$ cat src/line_follow_pd_steering_unit_macros.svh
// ----------------------------------------------------------------------------
// Assertion macros for the line follower steering unit
// Shared property forms, sampled on clk and disabled while rst_n is low.
// ----------------------------------------------------------------------------
`ifndef LINE_FOLLOW_PD_STEERING_UNIT_MACROS_SVH
`define LINE_FOLLOW_PD_STEERING_UNIT_MACROS_SVH

// same-cycle implication
`define LFPS_ASSERT_IMPL(label, ante, cons, msg) \
    label: assert property (@(posedge clk) disable iff (!rst_n) (ante) |-> (cons)) \
        else $error(msg);

// next-cycle implication
`define LFPS_ASSERT_NEXT(label, ante, cons, msg) \
    label: assert property (@(posedge clk) disable iff (!rst_n) (ante) |=> (cons)) \
        else $error(msg);

`endif

$ cat src/lfps_pkg.sv
// ----------------------------------------------------------------------------
// lfps_pkg
// Constants, types and helper functions of the line follower steering unit.
// ----------------------------------------------------------------------------
package lfps_pkg;

    // sensor array
    localparam int SENSOR_COUNT = 8;
    localparam int SENSOR_IN_W  = 8;
    localparam int IDX_W        = $clog2(SENSOR_COUNT);
    localparam int CNT_W        = $clog2(SENSOR_COUNT + 1);
    localparam int WGT_W        = IDX_W + 1;
    // largest |sum of weights| is SENSOR_COUNT^2/4
    localparam int SUM_W        = $clog2(SENSOR_COUNT * SENSOR_COUNT / 4 + 1) + 1;
    localparam int MAG_W        = SUM_W - 1;

    // Q5.10 error path
    localparam int FRAC_W       = 10;
    localparam int FRAC_MASK    = (1 << FRAC_W) - 1;
    localparam int ERR_W        = 16;
    localparam int X_W          = MAG_W + FRAC_W;
    localparam int FP_W         = ERR_W + 11;
    localparam int DRV_W        = ERR_W + 6;

    // reciprocal divide
    localparam int RECIP_SHIFT  = 18;
    localparam int RECIP_W      = RECIP_SHIFT + 1;
    localparam int RECIP_ONE    = 1 << RECIP_SHIFT;

    // filter and steering gains
    localparam int FILT_OLD_COEF = 717;
    localparam int FILT_NEW_COEF = 307;
    localparam int STEER_KP      = 16;
    localparam int STEER_KD      = 8;
    localparam int SLOW_SHIFT    = FRAC_W - 2;

    // drive limits
    localparam int BASE_W           = 8;
    localparam int BASE_SPEED_RESET = 120;
    localparam int BASE_FLOOR       = 70;
    localparam int DRIVE_W          = 8;
    localparam int DRIVE_MIN        = 40;
    localparam int DRIVE_MAX        = 255;
    localparam int COUNT_OUT_W      = 4;
    localparam int COUNT_OUT_MAX    = 15;

    typedef enum logic [2:0] {
        ST_IDLE,
        ST_MERGE,
        ST_DIV,
        ST_CORR,
        ST_FILT,
        ST_DRIVE
    } lfps_state_t;

    typedef struct packed {
        logic mult;
        logic corr;
    } lfps_div_ctrl_t;

    // floor(2^RECIP_SHIFT / h); zero for h = 0
    function automatic logic [RECIP_W-1:0] recip(input logic [CNT_W-1:0] h);
        logic [RECIP_W-1:0] r;
        case (32'(h))
            1:       r = RECIP_W'(RECIP_ONE);
            2:       r = RECIP_W'(RECIP_ONE / 2);
            3:       r = RECIP_W'(RECIP_ONE / 3);
            4:       r = RECIP_W'(RECIP_ONE / 4);
            5:       r = RECIP_W'(RECIP_ONE / 5);
            6:       r = RECIP_W'(RECIP_ONE / 6);
            7:       r = RECIP_W'(RECIP_ONE / 7);
            8:       r = RECIP_W'(RECIP_ONE / 8);
            9:       r = RECIP_W'(RECIP_ONE / 9);
            10:      r = RECIP_W'(RECIP_ONE / 10);
            11:      r = RECIP_W'(RECIP_ONE / 11);
            12:      r = RECIP_W'(RECIP_ONE / 12);
            13:      r = RECIP_W'(RECIP_ONE / 13);
            14:      r = RECIP_W'(RECIP_ONE / 14);
            15:      r = RECIP_W'(RECIP_ONE / 15);
            16:      r = RECIP_W'(RECIP_ONE / 16);
            default: r = '0;
        endcase
        return r;
    endfunction

    function automatic logic [DRIVE_W-1:0] clamp_drive(input logic signed [DRV_W-1:0] v);
        logic [DRIVE_W-1:0] d;
        if (v < DRV_W'(DRIVE_MIN)) begin
            d = DRIVE_W'(DRIVE_MIN);
        end
        else if (v > DRV_W'(DRIVE_MAX)) begin
            d = DRIVE_W'(DRIVE_MAX);
        end
        else begin
            d = DRIVE_W'(v);
        end
        return d;
    endfunction

    function automatic logic [COUNT_OUT_W-1:0] sat_count(input logic [CNT_W-1:0] c);
        logic [COUNT_OUT_W-1:0] s;
        if (32'(c) > COUNT_OUT_MAX) begin
            s = COUNT_OUT_W'(COUNT_OUT_MAX);
        end
        else begin
            s = COUNT_OUT_W'(c);
        end
        return s;
    endfunction

endpackage

$ cat src/lfps_lane.sv
// ----------------------------------------------------------------------------
// lfps_lane
// One sensor lane: captures the sensor's signed weight and its hit bit.
// ----------------------------------------------------------------------------
module lfps_lane (
    input  logic                               clk,
    input  logic                               load,
    input  logic                               sensor_bit,
    input  logic [lfps_pkg::IDX_W-1:0]         lane_idx,
    output logic signed [lfps_pkg::WGT_W-1:0]  weight,
    output logic                               hit
);

    localparam int LW = lfps_pkg::WGT_W + 2;

    logic signed [lfps_pkg::WGT_W-1:0] weight_reg;
    logic signed [lfps_pkg::WGT_W-1:0] weight_next;
    logic                              hit_reg;
    logic signed [LW-1:0]              lane_weight;

    // weight = 2*idx - (N-1)
    always_comb
    begin
        lane_weight = $signed({2'b00, lane_idx, 1'b0}) - LW'(lfps_pkg::SENSOR_COUNT - 1);
        weight_next = sensor_bit ? lfps_pkg::WGT_W'(lane_weight) : '0;
    end

    always_ff @(posedge clk)
    begin
        if (load)
        begin
            weight_reg <= weight_next;
            hit_reg    <= sensor_bit;
        end
    end

    assign weight = weight_reg;
    assign hit    = hit_reg;

endmodule

$ cat src/lfps_merge.sv
// ----------------------------------------------------------------------------
// lfps_merge
// Combines the lanes: weight sum and active count, registered.
// ----------------------------------------------------------------------------
module lfps_merge (
    input  logic                               clk,
    input  logic                               load,
    input  logic signed [lfps_pkg::WGT_W-1:0]  weights [lfps_pkg::SENSOR_COUNT],
    input  logic                               hits    [lfps_pkg::SENSOR_COUNT],
    output logic signed [lfps_pkg::SUM_W-1:0]  sum,
    output logic [lfps_pkg::CNT_W-1:0]         count
);

    logic signed [lfps_pkg::SUM_W-1:0] sum_reg;
    logic signed [lfps_pkg::SUM_W-1:0] sum_next;
    logic [lfps_pkg::CNT_W-1:0]        count_reg;
    logic [lfps_pkg::CNT_W-1:0]        count_next;

    always_comb
    begin
        sum_next   = '0;
        count_next = '0;
        for (int i = 0; i < lfps_pkg::SENSOR_COUNT; i++)
        begin
            sum_next   = sum_next + lfps_pkg::SUM_W'(weights[i]);
            count_next = count_next + lfps_pkg::CNT_W'(hits[i]);
        end
    end

    always_ff @(posedge clk)
    begin
        if (load)
        begin
            sum_reg   <= sum_next;
            count_reg <= count_next;
        end
    end

    assign sum   = sum_reg;
    assign count = count_reg;

endmodule

$ cat src/lfps_div.sv
// ----------------------------------------------------------------------------
// lfps_div
// Two-step divide of sum*1024 by the active count, truncated toward zero:
// reciprocal multiply, then one compare-and-increment correction.
// ----------------------------------------------------------------------------
`include "line_follow_pd_steering_unit_macros.svh"

module lfps_div (
    input  logic                               clk,
    input  logic                               rst_n,
    input  lfps_pkg::lfps_div_ctrl_t           ctrl,
    input  logic signed [lfps_pkg::SUM_W-1:0]  sum,
    input  logic [lfps_pkg::CNT_W-1:0]         count,
    output logic signed [lfps_pkg::ERR_W-1:0]  quot
);

    localparam int PW = lfps_pkg::X_W + lfps_pkg::RECIP_W;
    localparam int QW = lfps_pkg::X_W + lfps_pkg::CNT_W;

    logic [lfps_pkg::MAG_W-1:0]        sum_mag;
    logic [PW-1:0]                     recip_prod;
    logic [lfps_pkg::X_W-1:0]          x_reg;
    logic [lfps_pkg::X_W-1:0]          x_next;
    logic [lfps_pkg::X_W-1:0]          q0_reg;
    logic [lfps_pkg::X_W-1:0]          q0_next;
    logic [lfps_pkg::CNT_W-1:0]        h_reg;
    logic                              neg_reg;
    logic [QW-1:0]                     qh;
    logic [lfps_pkg::X_W-1:0]          rem;
    logic [lfps_pkg::X_W-1:0]          q_fix;
    logic signed [lfps_pkg::ERR_W-1:0] quot_reg;
    logic signed [lfps_pkg::ERR_W-1:0] quot_next;

    // step 1: q0 = floor(x * floor(2^18/h) / 2^18), at most one short
    always_comb
    begin
        sum_mag    = sum[lfps_pkg::SUM_W-1] ? lfps_pkg::MAG_W'(-sum) : lfps_pkg::MAG_W'(sum);
        x_next     = {sum_mag, {lfps_pkg::FRAC_W{1'b0}}};
        recip_prod = PW'(x_next) * PW'(lfps_pkg::recip(count));
        q0_next    = recip_prod[lfps_pkg::RECIP_SHIFT +: lfps_pkg::X_W];
    end

    // step 2: fix up by remainder, restore sign
    always_comb
    begin
        qh        = QW'(q0_reg) * QW'(h_reg);
        rem       = x_reg - lfps_pkg::X_W'(qh);
        q_fix     = q0_reg + lfps_pkg::X_W'(rem >= lfps_pkg::X_W'(h_reg));
        quot_next = neg_reg ? -lfps_pkg::ERR_W'(q_fix) : lfps_pkg::ERR_W'(q_fix);
    end

    always_ff @(posedge clk)
    begin
        if (ctrl.mult)
        begin
            x_reg   <= x_next;
            q0_reg  <= q0_next;
            h_reg   <= count;
            neg_reg <= sum[lfps_pkg::SUM_W-1];
        end
        if (ctrl.corr)
        begin
            quot_reg <= quot_next;
        end
    end

    assign quot = quot_reg;

    // reciprocal estimate never more than one short
    `LFPS_ASSERT_IMPL(a_div_rem_bound, ctrl.corr && (h_reg != '0), rem < {h_reg, 1'b0}, "divide remainder out of range")

endmodule

$ cat src/line_follow_pd_steering_unit.sv
// ----------------------------------------------------------------------------
// line_follow_pd_steering_unit
// Line follower steering: weighted sensor centroid, low-pass filter and
// PD steering with curve slowdown, giving saturated left/right drives.
// ----------------------------------------------------------------------------
// Each input transfer carries one 8-bit line sensor sample (bit 0 = leftmost)
// and yields exactly one result transfer with the left and right drive levels
// (40..255), the number of active sensors and a line-lost flag. The result is
// registered after lane capture on the transfer edge, then lane merge, the
// reciprocal divide by the active count (multiply, then correction), the
// error filter and the drive stage. A new input transfer is taken as soon as
// the previous result is registered; a result that is not taken holds the
// next item in its drive stage. base_speed is written through
// cfg_write_en/cfg_write_data, resets to 120, and should only be written
// while the unit is idle.
// ----------------------------------------------------------------------------
`include "line_follow_pd_steering_unit_macros.svh"

module line_follow_pd_steering_unit (
    input  logic                                 clk,
    input  logic                                 rst_n,
    // configuration
    input  logic                                 cfg_write_en,
    input  logic [lfps_pkg::BASE_W-1:0]          cfg_write_data,
    // sensor sample
    input  logic                                 in_valid,
    output logic                                 in_ready,
    input  logic [lfps_pkg::SENSOR_IN_W-1:0]     sensor_bits,
    // result
    output logic                                 out_valid,
    input  logic                                 out_ready,
    output logic [lfps_pkg::DRIVE_W-1:0]         left_drive,
    output logic [lfps_pkg::DRIVE_W-1:0]         right_drive,
    output logic [lfps_pkg::COUNT_OUT_W-1:0]     active_count,
    output logic                                 line_lost
);

    localparam int N = lfps_pkg::SENSOR_COUNT;

    // sequencer
    lfps_pkg::lfps_state_t state_reg;
    lfps_pkg::lfps_state_t state_next;
    logic                       lane_load;
    logic                       merge_load;
    logic                       filt_load;
    logic                       drive_load;
    lfps_pkg::lfps_div_ctrl_t   div_ctrl;

    // lanes and merge
    logic signed [lfps_pkg::WGT_W-1:0] lane_weight [N];
    logic                              lane_hit    [N];
    logic signed [lfps_pkg::SUM_W-1:0] merge_sum;
    logic [lfps_pkg::CNT_W-1:0]        merge_count;
    logic signed [lfps_pkg::ERR_W-1:0] div_quot;
    logic                              lost;

    // filter
    logic [lfps_pkg::BASE_W-1:0]        base_speed_reg;
    logic [lfps_pkg::BASE_W-1:0]        base_speed_next;
    logic signed [lfps_pkg::ERR_W-1:0]  filt_reg;
    logic signed [lfps_pkg::ERR_W-1:0]  filt_next;
    logic signed [lfps_pkg::ERR_W-1:0]  prev_reg;
    logic signed [lfps_pkg::ERR_W-1:0]  err_sel;
    logic signed [lfps_pkg::FP_W-1:0]   filt_prod;
    logic signed [lfps_pkg::ERR_W-1:0]  filt_calc;

    // drive
    logic signed [lfps_pkg::DRV_W-1:0]  steer_num;
    logic signed [lfps_pkg::DRV_W-1:0]  steer_bias;
    logic signed [lfps_pkg::DRV_W-1:0]  steer_val;
    logic [lfps_pkg::ERR_W-1:0]         filt_mag;
    logic [lfps_pkg::ERR_W-1:0]         slow;
    logic signed [lfps_pkg::DRV_W-1:0]  base_raw;
    logic signed [lfps_pkg::DRV_W-1:0]  base_sel;
    logic signed [lfps_pkg::DRV_W-1:0]  left_sum;
    logic signed [lfps_pkg::DRV_W-1:0]  right_sum;

    // result register
    logic                               out_valid_reg;
    logic                               out_valid_next;
    logic [lfps_pkg::DRIVE_W-1:0]       left_drive_reg;
    logic [lfps_pkg::DRIVE_W-1:0]       right_drive_reg;
    logic [lfps_pkg::COUNT_OUT_W-1:0]   active_count_reg;
    logic                               line_lost_reg;

    // ------------------------------------------------------------------
    // lanes: one per sensor, captured on the input transfer
    // ------------------------------------------------------------------
    for (genvar g = 0; g < N; g++)
    begin : g_lane
        logic lane_bit;
        if (g < lfps_pkg::SENSOR_IN_W)
        begin : g_bit
            assign lane_bit = sensor_bits[g];
        end
        else
        begin : g_nobit
            assign lane_bit = 1'b0;
        end

        lfps_lane u_lane (
            .clk        (clk),
            .load       (lane_load),
            .sensor_bit (lane_bit),
            .lane_idx   (lfps_pkg::IDX_W'(g)),
            .weight     (lane_weight[g]),
            .hit        (lane_hit[g])
        );
    end

    lfps_merge u_merge (
        .clk     (clk),
        .load    (merge_load),
        .weights (lane_weight),
        .hits    (lane_hit),
        .sum     (merge_sum),
        .count   (merge_count)
    );

    lfps_div u_div (
        .clk   (clk),
        .rst_n (rst_n),
        .ctrl  (div_ctrl),
        .sum   (merge_sum),
        .count (merge_count),
        .quot  (div_quot)
    );

    // ------------------------------------------------------------------
    // sequencer: next state
    // ------------------------------------------------------------------
    always_comb
    begin
        state_next = state_reg;
        case (state_reg)
            lfps_pkg::ST_IDLE:  if (in_valid) state_next = lfps_pkg::ST_MERGE;
            lfps_pkg::ST_MERGE: state_next = lfps_pkg::ST_DIV;
            lfps_pkg::ST_DIV:   state_next = lfps_pkg::ST_CORR;
            lfps_pkg::ST_CORR:  state_next = lfps_pkg::ST_FILT;
            lfps_pkg::ST_FILT:  state_next = lfps_pkg::ST_DRIVE;
            lfps_pkg::ST_DRIVE: if (!out_valid_reg || out_ready) state_next = lfps_pkg::ST_IDLE;
            default:            state_next = lfps_pkg::ST_IDLE;
        endcase
    end

    // sequencer: stage strobes
    always_comb
    begin
        lane_load     = 1'b0;
        merge_load    = 1'b0;
        div_ctrl      = '0;
        filt_load     = 1'b0;
        drive_load    = 1'b0;
        case (state_reg)
            lfps_pkg::ST_IDLE:  lane_load     = in_valid;
            lfps_pkg::ST_MERGE: merge_load    = 1'b1;
            lfps_pkg::ST_DIV:   div_ctrl.mult = 1'b1;
            lfps_pkg::ST_CORR:  div_ctrl.corr = 1'b1;
            lfps_pkg::ST_FILT:  filt_load     = 1'b1;
            // wait here while the previous result is still unclaimed
            lfps_pkg::ST_DRIVE: drive_load    = !out_valid_reg || out_ready;
            default:            ;
        endcase
    end

    assign in_ready = (state_reg == lfps_pkg::ST_IDLE);

    // ------------------------------------------------------------------
    // filter: filt = floor((717*old + 307*err) / 1024)
    // no line seen -> err is the old value, so the filter holds exactly
    // ------------------------------------------------------------------
    assign lost = (merge_count == '0);

    always_comb
    begin
        err_sel   = lost ? filt_reg : div_quot;
        filt_prod = lfps_pkg::FP_W'(filt_reg) * lfps_pkg::FP_W'(lfps_pkg::FILT_OLD_COEF)
                  + lfps_pkg::FP_W'(err_sel) * lfps_pkg::FP_W'(lfps_pkg::FILT_NEW_COEF);
        filt_calc = lfps_pkg::ERR_W'(filt_prod >>> lfps_pkg::FRAC_W);
        filt_next = filt_load ? filt_calc : filt_reg;
    end

    // ------------------------------------------------------------------
    // drive: steer = trunc((16*filt + 8*(filt - prev)) / 1024)
    //        base  = max(base_speed - floor(4*|filt|/1024), 70)
    // ------------------------------------------------------------------
    always_comb
    begin
        steer_num  = lfps_pkg::DRV_W'(filt_reg)
                     * lfps_pkg::DRV_W'(lfps_pkg::STEER_KP + lfps_pkg::STEER_KD)
                   - lfps_pkg::DRV_W'(prev_reg) * lfps_pkg::DRV_W'(lfps_pkg::STEER_KD);
        // bias negatives so the shift rounds toward zero
        steer_bias = steer_num[lfps_pkg::DRV_W-1] ? lfps_pkg::DRV_W'(lfps_pkg::FRAC_MASK) : '0;
        steer_val  = (steer_num + steer_bias) >>> lfps_pkg::FRAC_W;

        filt_mag   = filt_reg[lfps_pkg::ERR_W-1] ? lfps_pkg::ERR_W'(-filt_reg)
                                                 : lfps_pkg::ERR_W'(filt_reg);
        slow       = filt_mag >> lfps_pkg::SLOW_SHIFT;
        base_raw   = $signed(lfps_pkg::DRV_W'(base_speed_reg)) - $signed(lfps_pkg::DRV_W'(slow));
        base_sel   = (base_raw < lfps_pkg::DRV_W'(lfps_pkg::BASE_FLOOR))
                   ? lfps_pkg::DRV_W'(lfps_pkg::BASE_FLOOR) : base_raw;
        left_sum   = base_sel + steer_val;
        right_sum  = base_sel - steer_val;
    end

    // ------------------------------------------------------------------
    // control and state registers
    // ------------------------------------------------------------------
    always_comb
    begin
        base_speed_next = cfg_write_en ? cfg_write_data : base_speed_reg;
        if (drive_load)
        begin
            out_valid_next = 1'b1;
        end
        else if (out_ready)
        begin
            out_valid_next = 1'b0;
        end
        else
        begin
            out_valid_next = out_valid_reg;
        end
    end

    always_ff @(posedge clk or negedge rst_n)
    begin
        if (!rst_n)
        begin
            state_reg      <= lfps_pkg::ST_IDLE;
            base_speed_reg <= lfps_pkg::BASE_W'(lfps_pkg::BASE_SPEED_RESET);
            filt_reg       <= '0;
            out_valid_reg  <= 1'b0;
        end
        else
        begin
            state_reg      <= state_next;
            base_speed_reg <= base_speed_next;
            filt_reg       <= filt_next;
            out_valid_reg  <= out_valid_next;
        end
    end

    // payload registers
    always_ff @(posedge clk)
    begin
        if (filt_load)
        begin
            prev_reg <= filt_reg;
        end
        if (drive_load)
        begin
            left_drive_reg   <= lfps_pkg::clamp_drive(left_sum);
            right_drive_reg  <= lfps_pkg::clamp_drive(right_sum);
            active_count_reg <= lfps_pkg::sat_count(merge_count);
            line_lost_reg    <= lost;
        end
    end

    assign out_valid    = out_valid_reg;
    assign left_drive   = left_drive_reg;
    assign right_drive  = right_drive_reg;
    assign active_count = active_count_reg;
    assign line_lost    = line_lost_reg;

    // ------------------------------------------------------------------
    // assertions
    // ------------------------------------------------------------------
    `LFPS_ASSERT_NEXT(a_accept_starts_merge, in_valid && in_ready, state_reg == lfps_pkg::ST_MERGE, "input transfer did not start the merge stage")
    `LFPS_ASSERT_NEXT(a_lost_holds_filter, filt_load && lost, filt_reg == $past(filt_reg), "filter moved while line lost")
    `LFPS_ASSERT_IMPL(a_lost_means_no_hits, out_valid && line_lost, active_count == '0, "line lost with active sensors")
    `LFPS_ASSERT_IMPL(a_drive_floor, out_valid, (left_drive >= lfps_pkg::DRIVE_W'(lfps_pkg::DRIVE_MIN)) && (right_drive >= lfps_pkg::DRIVE_W'(lfps_pkg::DRIVE_MIN)), "drive below floor")

endmodule

$ cat config.mk
export PLATFORM = sky130hd
export DESIGN_NAME = line_follow_pd_steering_unit
export DESIGN_NICKNAME = d
export VERILOG_FILES = /design/src/lfps_pkg.sv /design/src/lfps_lane.sv /design/src/lfps_merge.sv /design/src/lfps_div.sv /design/src/line_follow_pd_steering_unit.sv
export VERILOG_INCLUDE_DIRS = /design/src /design/src/src
export SDC_FILE = /design/constraint.sdc
export NUM_CORES = 1
export LEC_CHECK = 0
export BUFFER_PORTS_ARGS = -buffer_cell sky130_fd_sc_hd__buf_2
export CORE_ASPECT_RATIO = 0.8
export CORE_MARGIN = 2
export CORE_UTILIZATION = 40
export DETAILED_ROUTE_END_ITERATION = 16
export GPL_TIMING_DRIVEN = 0
export HOLD_SLACK_MARGIN = 0.05
export SETUP_SLACK_MARGIN = 0.1
export SYNTH_ARGS = -nofsm -noshare
export SYNTH_HDL_FRONTEND = slang
export SYNTH_HIERARCHICAL = 1
export SYNTH_SLANG_ARGS = --single-unit
export TNS_END_PERCENT = 5
$ cat constraint.sdc
create_clock -name clk -period 11.3 [get_ports clk]
set_input_delay 0.565 -clock clk [delete_from_list [all_inputs] [get_ports clk]]
set_output_delay 0.565 -clock clk [all_outputs]
set_load 0.005 [all_outputs]
Word level (Yosys, flattened, before mapping)
Memory sizes are Yosys's and may differ from the RTL's. A register that Yosys moved wholly into a read port is not among the register bits.
Cells that the tools add are included.
Widths: inputs -> output; s select.
{"block": "totals", "register_bits": 149, "rom_bits": 304, "in_bits": 21, "output_inout_bits": 23, "elab_cells": 115, "memories": 1}
{"block": "op_classes", "addsub": 25, "multipliers": 5, "order_cmp": 6, "eq_ne": 7, "n_mux": 28, "reduce_logical": 8}
{"name": "(name not given)", "words": 16, "word_bits": 19, "rd": 1, "rd_ports_with_merged_regs": 1, "write_ports": 0, "line_no": "lfps_pkg.sv:64", "text": "case (32'(h))"}
{"op": "$gt 22x9->1 const B", "n": 2}
{"op": "$lt 22x7->1 const B", "n": 2}
{"op": "$mux 16", "n": 2}
{"op": "$add 26x26->26", "n": 1}
{"op": "$mul 16x10->26 const B", "n": 1}
{"op": "$mul 16x11->26 const B", "n": 1}
{"op": "$add 4x1->4", "n": 6}
{"op": "$mul 5x19->23", "n": 1}
{"op": "$add 22x11->22", "n": 1}
{"op": "$add 22x12->22", "n": 1}
{"op": "$mux 22", "n": 1}
{"op": "$sub 22x12->22", "n": 1}
{"op": "$sub 22x19->22", "n": 1}
{"op": "$mux 4", "n": 5}
{"op": "$mul 16x3->19 const B", "n": 1}
{"op": "$add 6x4->6", "n": 3}
{"op": "$pmux 3 s6", "n": 1}
{"op": "$mux 8", "n": 2}
{"op": "$neg 15->16", "n": 1}
{"op": "$neg 16->16", "n": 1}
{"op": "$add 15x1->15", "n": 1}
{"op": "$ge 15x4->1", "n": 1}
{"op": "$mul 15x4->15", "n": 1}
{"op": "$mux 15", "n": 1}
{"op": "25 further kinds", "n": 40}

Longest topological paths before layout
{"block": "depth", "word_depth": 8, "depth_mapped": 37, "ltp_nobuf": 37}

Modules after synthesis
The synthesis kept the hierarchy.
{"mod": "line_follow_pd_steering_unit", "n_inst": 1, "cells_per_inst": 1343, "area_each_um2": 12713.4, "seq_area_each_um2": 1816.7}
{"mod": "lfps_div", "n_inst": 1, "cells_per_inst": 759, "area_each_um2": 6740.2, "seq_area_each_um2": 1231.2}
{"mod": "lfps_lane", "n_inst": 8, "cells_per_inst": 8, "area_each_um2": 176.4, "seq_area_each_um2": 150.1}
{"mod": "lfps_merge", "n_inst": 1, "cells_per_inst": 92, "area_each_um2": 1223.7, "seq_area_each_um2": 300.3}

Worst setup path after synthesis
No wires, ideal clock.
{"block": "synth_timing", "path_kind": "reg-to-reg", "startpoint": "register u_merge.count_reg (netlist bit u_merge/count[1])", "endpoint": "register filt_reg[15] (netlist name)", "setup_time_ns": 0.129, "arrival_ns": 7.823, "required_ns": 11.171, "slack_ns": 3.348, "stages_incl_launch_ff": 23, "path_buffers": 1, "period_less_slack_ns": 7.952, "path_cell_list": "edfxtp_1 > nor4_2 > clkbuf_1 > mux2i_1 > inv_1 > ha_1 > inv_1 > fa_1 > inv_1 > fa_1 > fa_1 > fa_1 > fa_1 > fa_1 > ha_1 > a211oi_1 > o21ai_0 > o221ai_1 > o21ai_1 > or3_1 > a31oi_1 > xnor2_1 > o21ai_1"}
{"block": "synth_via", "elab_chain_cells": 4}
{"element": "start: declaration", "line_no": "lfps_merge.sv:16", "text": "logic [lfps_pkg::CNT_W-1:0] count_reg;"}
{"element": "start signal: assignment", "line_no": "lfps_merge.sv:35", "text": "count_reg <= count_next;"}
{"element": "$logic_not 4->1", "line_no": "line_follow_pd_steering_unit.sv:172", "text": "assign lost = (merge_count == '0);"}
{"element": "named net lost", "line_no": "line_follow_pd_steering_unit.sv:55", "text": "logic lost;"}
{"element": "$mux 16", "line_no": "line_follow_pd_steering_unit.sv:176", "text": "err_sel = lost ? filt_reg : div_quot;"}
{"element": "$mul 16x10->26", "line_no": "line_follow_pd_steering_unit.sv:178", "text": "+ lfps_pkg::FP_W'(err_sel) * lfps_pkg::FP_W'(lfps_pkg::FILT_NEW_COEF);"}
{"element": "$add 26x26->26", "line_no": "line_follow_pd_steering_unit.sv:178"}
{"element": "end signal: assignment", "line_no": "line_follow_pd_steering_unit.sv:239", "text": "filt_reg <= filt_next;"}
{"element": "end: declaration", "line_no": "line_follow_pd_steering_unit.sv:60", "text": "logic signed [lfps_pkg::ERR_W-1:0] filt_reg;"}
The timed path passes the listed nets, and every way through them passes these cells.
A chain may end at the register's enable or synchronous reset.

Worst setup path after layout
{"block": "layout_timing", "startpoint": "register u_merge.count_reg (netlist bit u_merge/count[0])", "endpoint": "register filt_reg[15] (netlist name)"}
The elaborated chain is that of the path after synthesis.

==> results by group <==
Status
  – Run status: complete, no violations

Clock tree
  – CTS buffer count: 17
  – Skew-Pair Late Insertion Delay: 0.46 ns
  – H-tree depth: 4
  – Postcts setup bufs: 0
  – CTS clk-pin slew, worst paths: approximately 0.090 ns
  – Clk buf depth: 2
  – Post-CTS Hold Buffers: 0
  – Sink Count: around 160
  – CTS tree: done
  – Post-CTS sizing: 0
  – Root buffer cell: clkbuf_16

Routing
  – Pre-antenna DRT Iters: 6
  – Antenna viol nets, final: 0
  – Vias: approximately 15,000
  – Drt total wl: slightly below 50 mm
  – Initial DRC Count: between 800 and 900
  – Mean routed wirelength per cell: ~16 um
  – Via density: slightly above 5
  – DRC errors left: 0

Logic synthesis
  – Synth unique cells: just over 90
  – Synthesis warning total: 6
  – Avg Cell Area, Syn: 9.78 um^2
  – Synth Area in Compound Gates: approximately a tenth
  – Post-Synth XOR/XNOR Area: 6.72%
  – Syn Inst Count: around 2,300
  – Flip-flop and latch count after synthesis: 156
  – Top FF cell, synth: edfxtp_1
  – Mux cell area share after synthesis: under 10%
  – Post-Synth Simple-Gate Area: a little under an eighth
  – Synth Area in Adders: a little over 40%
  – Cell Area, Synth: between 0.02 and 0.025 mm^2
  – Largest cells by area after synthesis: fa_1, ha_1, edfxtp_1
  – EDFF count, synth: 128
  – Sequential area share after synthesis: around a fifth
  – Ys async rst share: between 15 and 20%
  – Yosys top cell area share: about a quarter
  – Largest family of logic cells by synthesized area: adder cells
  – Dominant cell type by area after synthesis: fa_1

STA
  – Setup TNS Final: 0 ns
  – Final Max Tran Viols: 0
  – # setup viols final: 0
  – Slew HR: a little under a quarter
  – Slew @ Worst Pin: 1.14 ns
  – Crit path time final: ~9.5 ns
  – Setup repair after global routing missed its margin: no
  – Final worst path period share: roughly 84%
  – PnR worst setup slack: between 1.5 and 2 ns
  – Hold Fails Final Rpt: 0
  – Max Clock Skew: about 0.02 ns
  – F_max: 105 MHz

Die
  – Chip height: between 200 and 250 um
  – Die area: 0.0571 mm^2
  – # IOs: 44
  – Core Area: 0.0549 mm^2
  – # rows: 77
  – Initial Util: just over 40%
  – DIE WIDTH: between 200 and 300 um

Cells and area
  – Final #Nets: approximately 3,000
  – Multi-input logic area: 0.0158 mm^2
  – Diode count: 0
  – Max FFs per register: 32
  – Fillers: between 5,000 and 6,000
  – Layout area overhead: 8.57%
  – Register area: 0.00455 mm^2
  – Share of cells above drive strength 1: under 10%
  – Non-filler cells, final: slightly above 3,000

Global route
  – Initial antenna violation count: 0
  – Number of global-route vias before repair: about 16,000
  – Total gr overflow: 0
  – First-pass GRT wire length: ~80 mm
  – Largest net degree at the start of global routing: 41
  – GRT Util Overall: ~18%

Worst setup path
  – Crit-path max FO: 18
  – Worst path arrival time: approximately 9.9 ns
  – Reg2Reg Setup Slack: 1.78 ns
  – WP data required: between 10 and 15 ns
  – RR Endpoint: filt_reg[15]
  – Startpoint Class: register
  – Worst Reg-to-Reg Cells: 22
  – Endpoint class of the critical path: register
  – Critical R2R Launch: u_merge/count[0]
  – WS Path Type: register to register

Place
  – Pre-CTS setup slack: 1.72 ns
  – Placed insts: 3,037
  – Final GP Congestion: just over 0.9
  – Buffers on Ports: 42
  – Hpwl dp: 40.9 mm

Min path
  – HP Class: input port to async pin

Run
  – MaxCap Viol Count: 0
-- synthesized netlist by cell type (all sizes together) (20+ instances only) --
library cell	number
inv	454
ha	309
fa	258
nand2	180
edfxtp	128
xnor2	105
o21ai	101
a21oi	92
nor2	88
xor2	58
and2	56
nor2b	35
a21o	34
nor3	32
clkbuf	26
dfrtp	24
nand3	23
nand2b	21
mux2	20
-- per-stage QoR --
stage / util, % / hold WS [ns] / area (um^2)
6_report: 43.7 / 0.183 / 24000
5_1_grt: 43.7 / 0.214 / 24000
4_1_cts: 43.7 / 0.188 / 24000
3_5_place_dp: 42.5 / 0.521 / 23300
3_3_place_gp: 42.4 / 0.515 / 23300
2_1_floorplan: - / 0.269 / 22200
-- worst max-delay path, cell delays in order, from the launching register on --
cell and delay [ns]:
edfxtp_1 0.59, nor4_2 1.03, clkbuf_1 0.66, mux2i_1 0.67, inv_1 0.55, ha_1 0.44
inv_1 0.05, fa_1 0.52, inv_1 0.05, fa_1 0.52, fa_1 0.44, fa_1 0.51
fa_1 0.51, fa_1 0.49, ha_1 0.36, a211oi_1 0.38, o21ai_0 0.17, o221ai_1 0.38
o21ai_1 0.20, or3_1 0.36, a31oi_1 0.26, xnor2_1 0.16, o21ai_1 0.07
-- cell type report --
type | count | share of cell area, %
repair buffers | 46 | 1.08
plain buffers | 37 | 0.751
well taps | 711 | 3.71
clock buffers | 17 | 1.77
inverters | 454 | 7.11
clock inverters | 15 | 0.908
flip-flops and latches | 156 | 19.0
multi-input cells | 1633 | 65.7
-- how the worst max path moves through the flow --
stage                startpoint      endpoint  slack (ns)  depth (start not counted)
2_1_floorplan  u_merge/count[1]  filt_reg[15]        3.35                         22
3_3_place_gp   u_merge/count[0]  filt_reg[15]        1.82                         22
3_5_place_dp   u_merge/count[0]  filt_reg[15]        1.72                         22
4_1_cts        u_merge/count[0]  filt_reg[15]        1.69                         22
5_1_grt        u_merge/count[0]  filt_reg[15]        1.15                         22
6_report       u_merge/count[0]  filt_reg[15]        1.78                         22
-- placed cells by master (no fill, tap or decap), types with 8 or more instances in the layout --
master	count
inv_1	454
a21o_1	34
and2_1	53
a31oi_1	11
or2_2	9
o21a_1	9
xor2_1	56
nor2_1	87
nand2_1	179
nand2b_1	21
xnor2_1	104
nand3_1	22
edfxtp_1	128
conb_1	24
mux2_2	20
o211ai_1	9
clkbuf_1	26
nor2b_4	8
nand4_1	9
a21oi_1	91
a211oi_1	13
nor3_1	30
and3_1	11
ha_1	309
clkbuf_16	17
nor2b_1	27
nand3b_1	9
o21ai_1	8
o21ai_0	89
o21bai_1	10
fa_1	258
mux2i_1	14
dfrtp_1	24
buf_2	45
-- logic make-up after synthesis --
kind of cell	count (synthesis)
multiplexers	34
other	2
XOR/XNOR	164
flip-flops	156
AO/OA/AOI/OAI	338
AND/OR/NAND/NOR	506
buffers and inverters	491
adder cells (fa/ha/maj)	567
-- metal layers --
metal  wire length [um]  vias to the layer above  part of all wire [%]  global-route usage [%]
met5                  0                        -                     0                       0
met1              24300                     7610                    49                    26.0
met3               2110                       44                   4.3                    2.77
li1                   -                     7538                     -                       -
met4                619                        0                   1.3                    3.80
met2              22100                      304                    45                    28.7
Power is left out: the tool's default activity adds up to more than one toggle a clock period on the data nets, which glitch-free logic cannot reach.
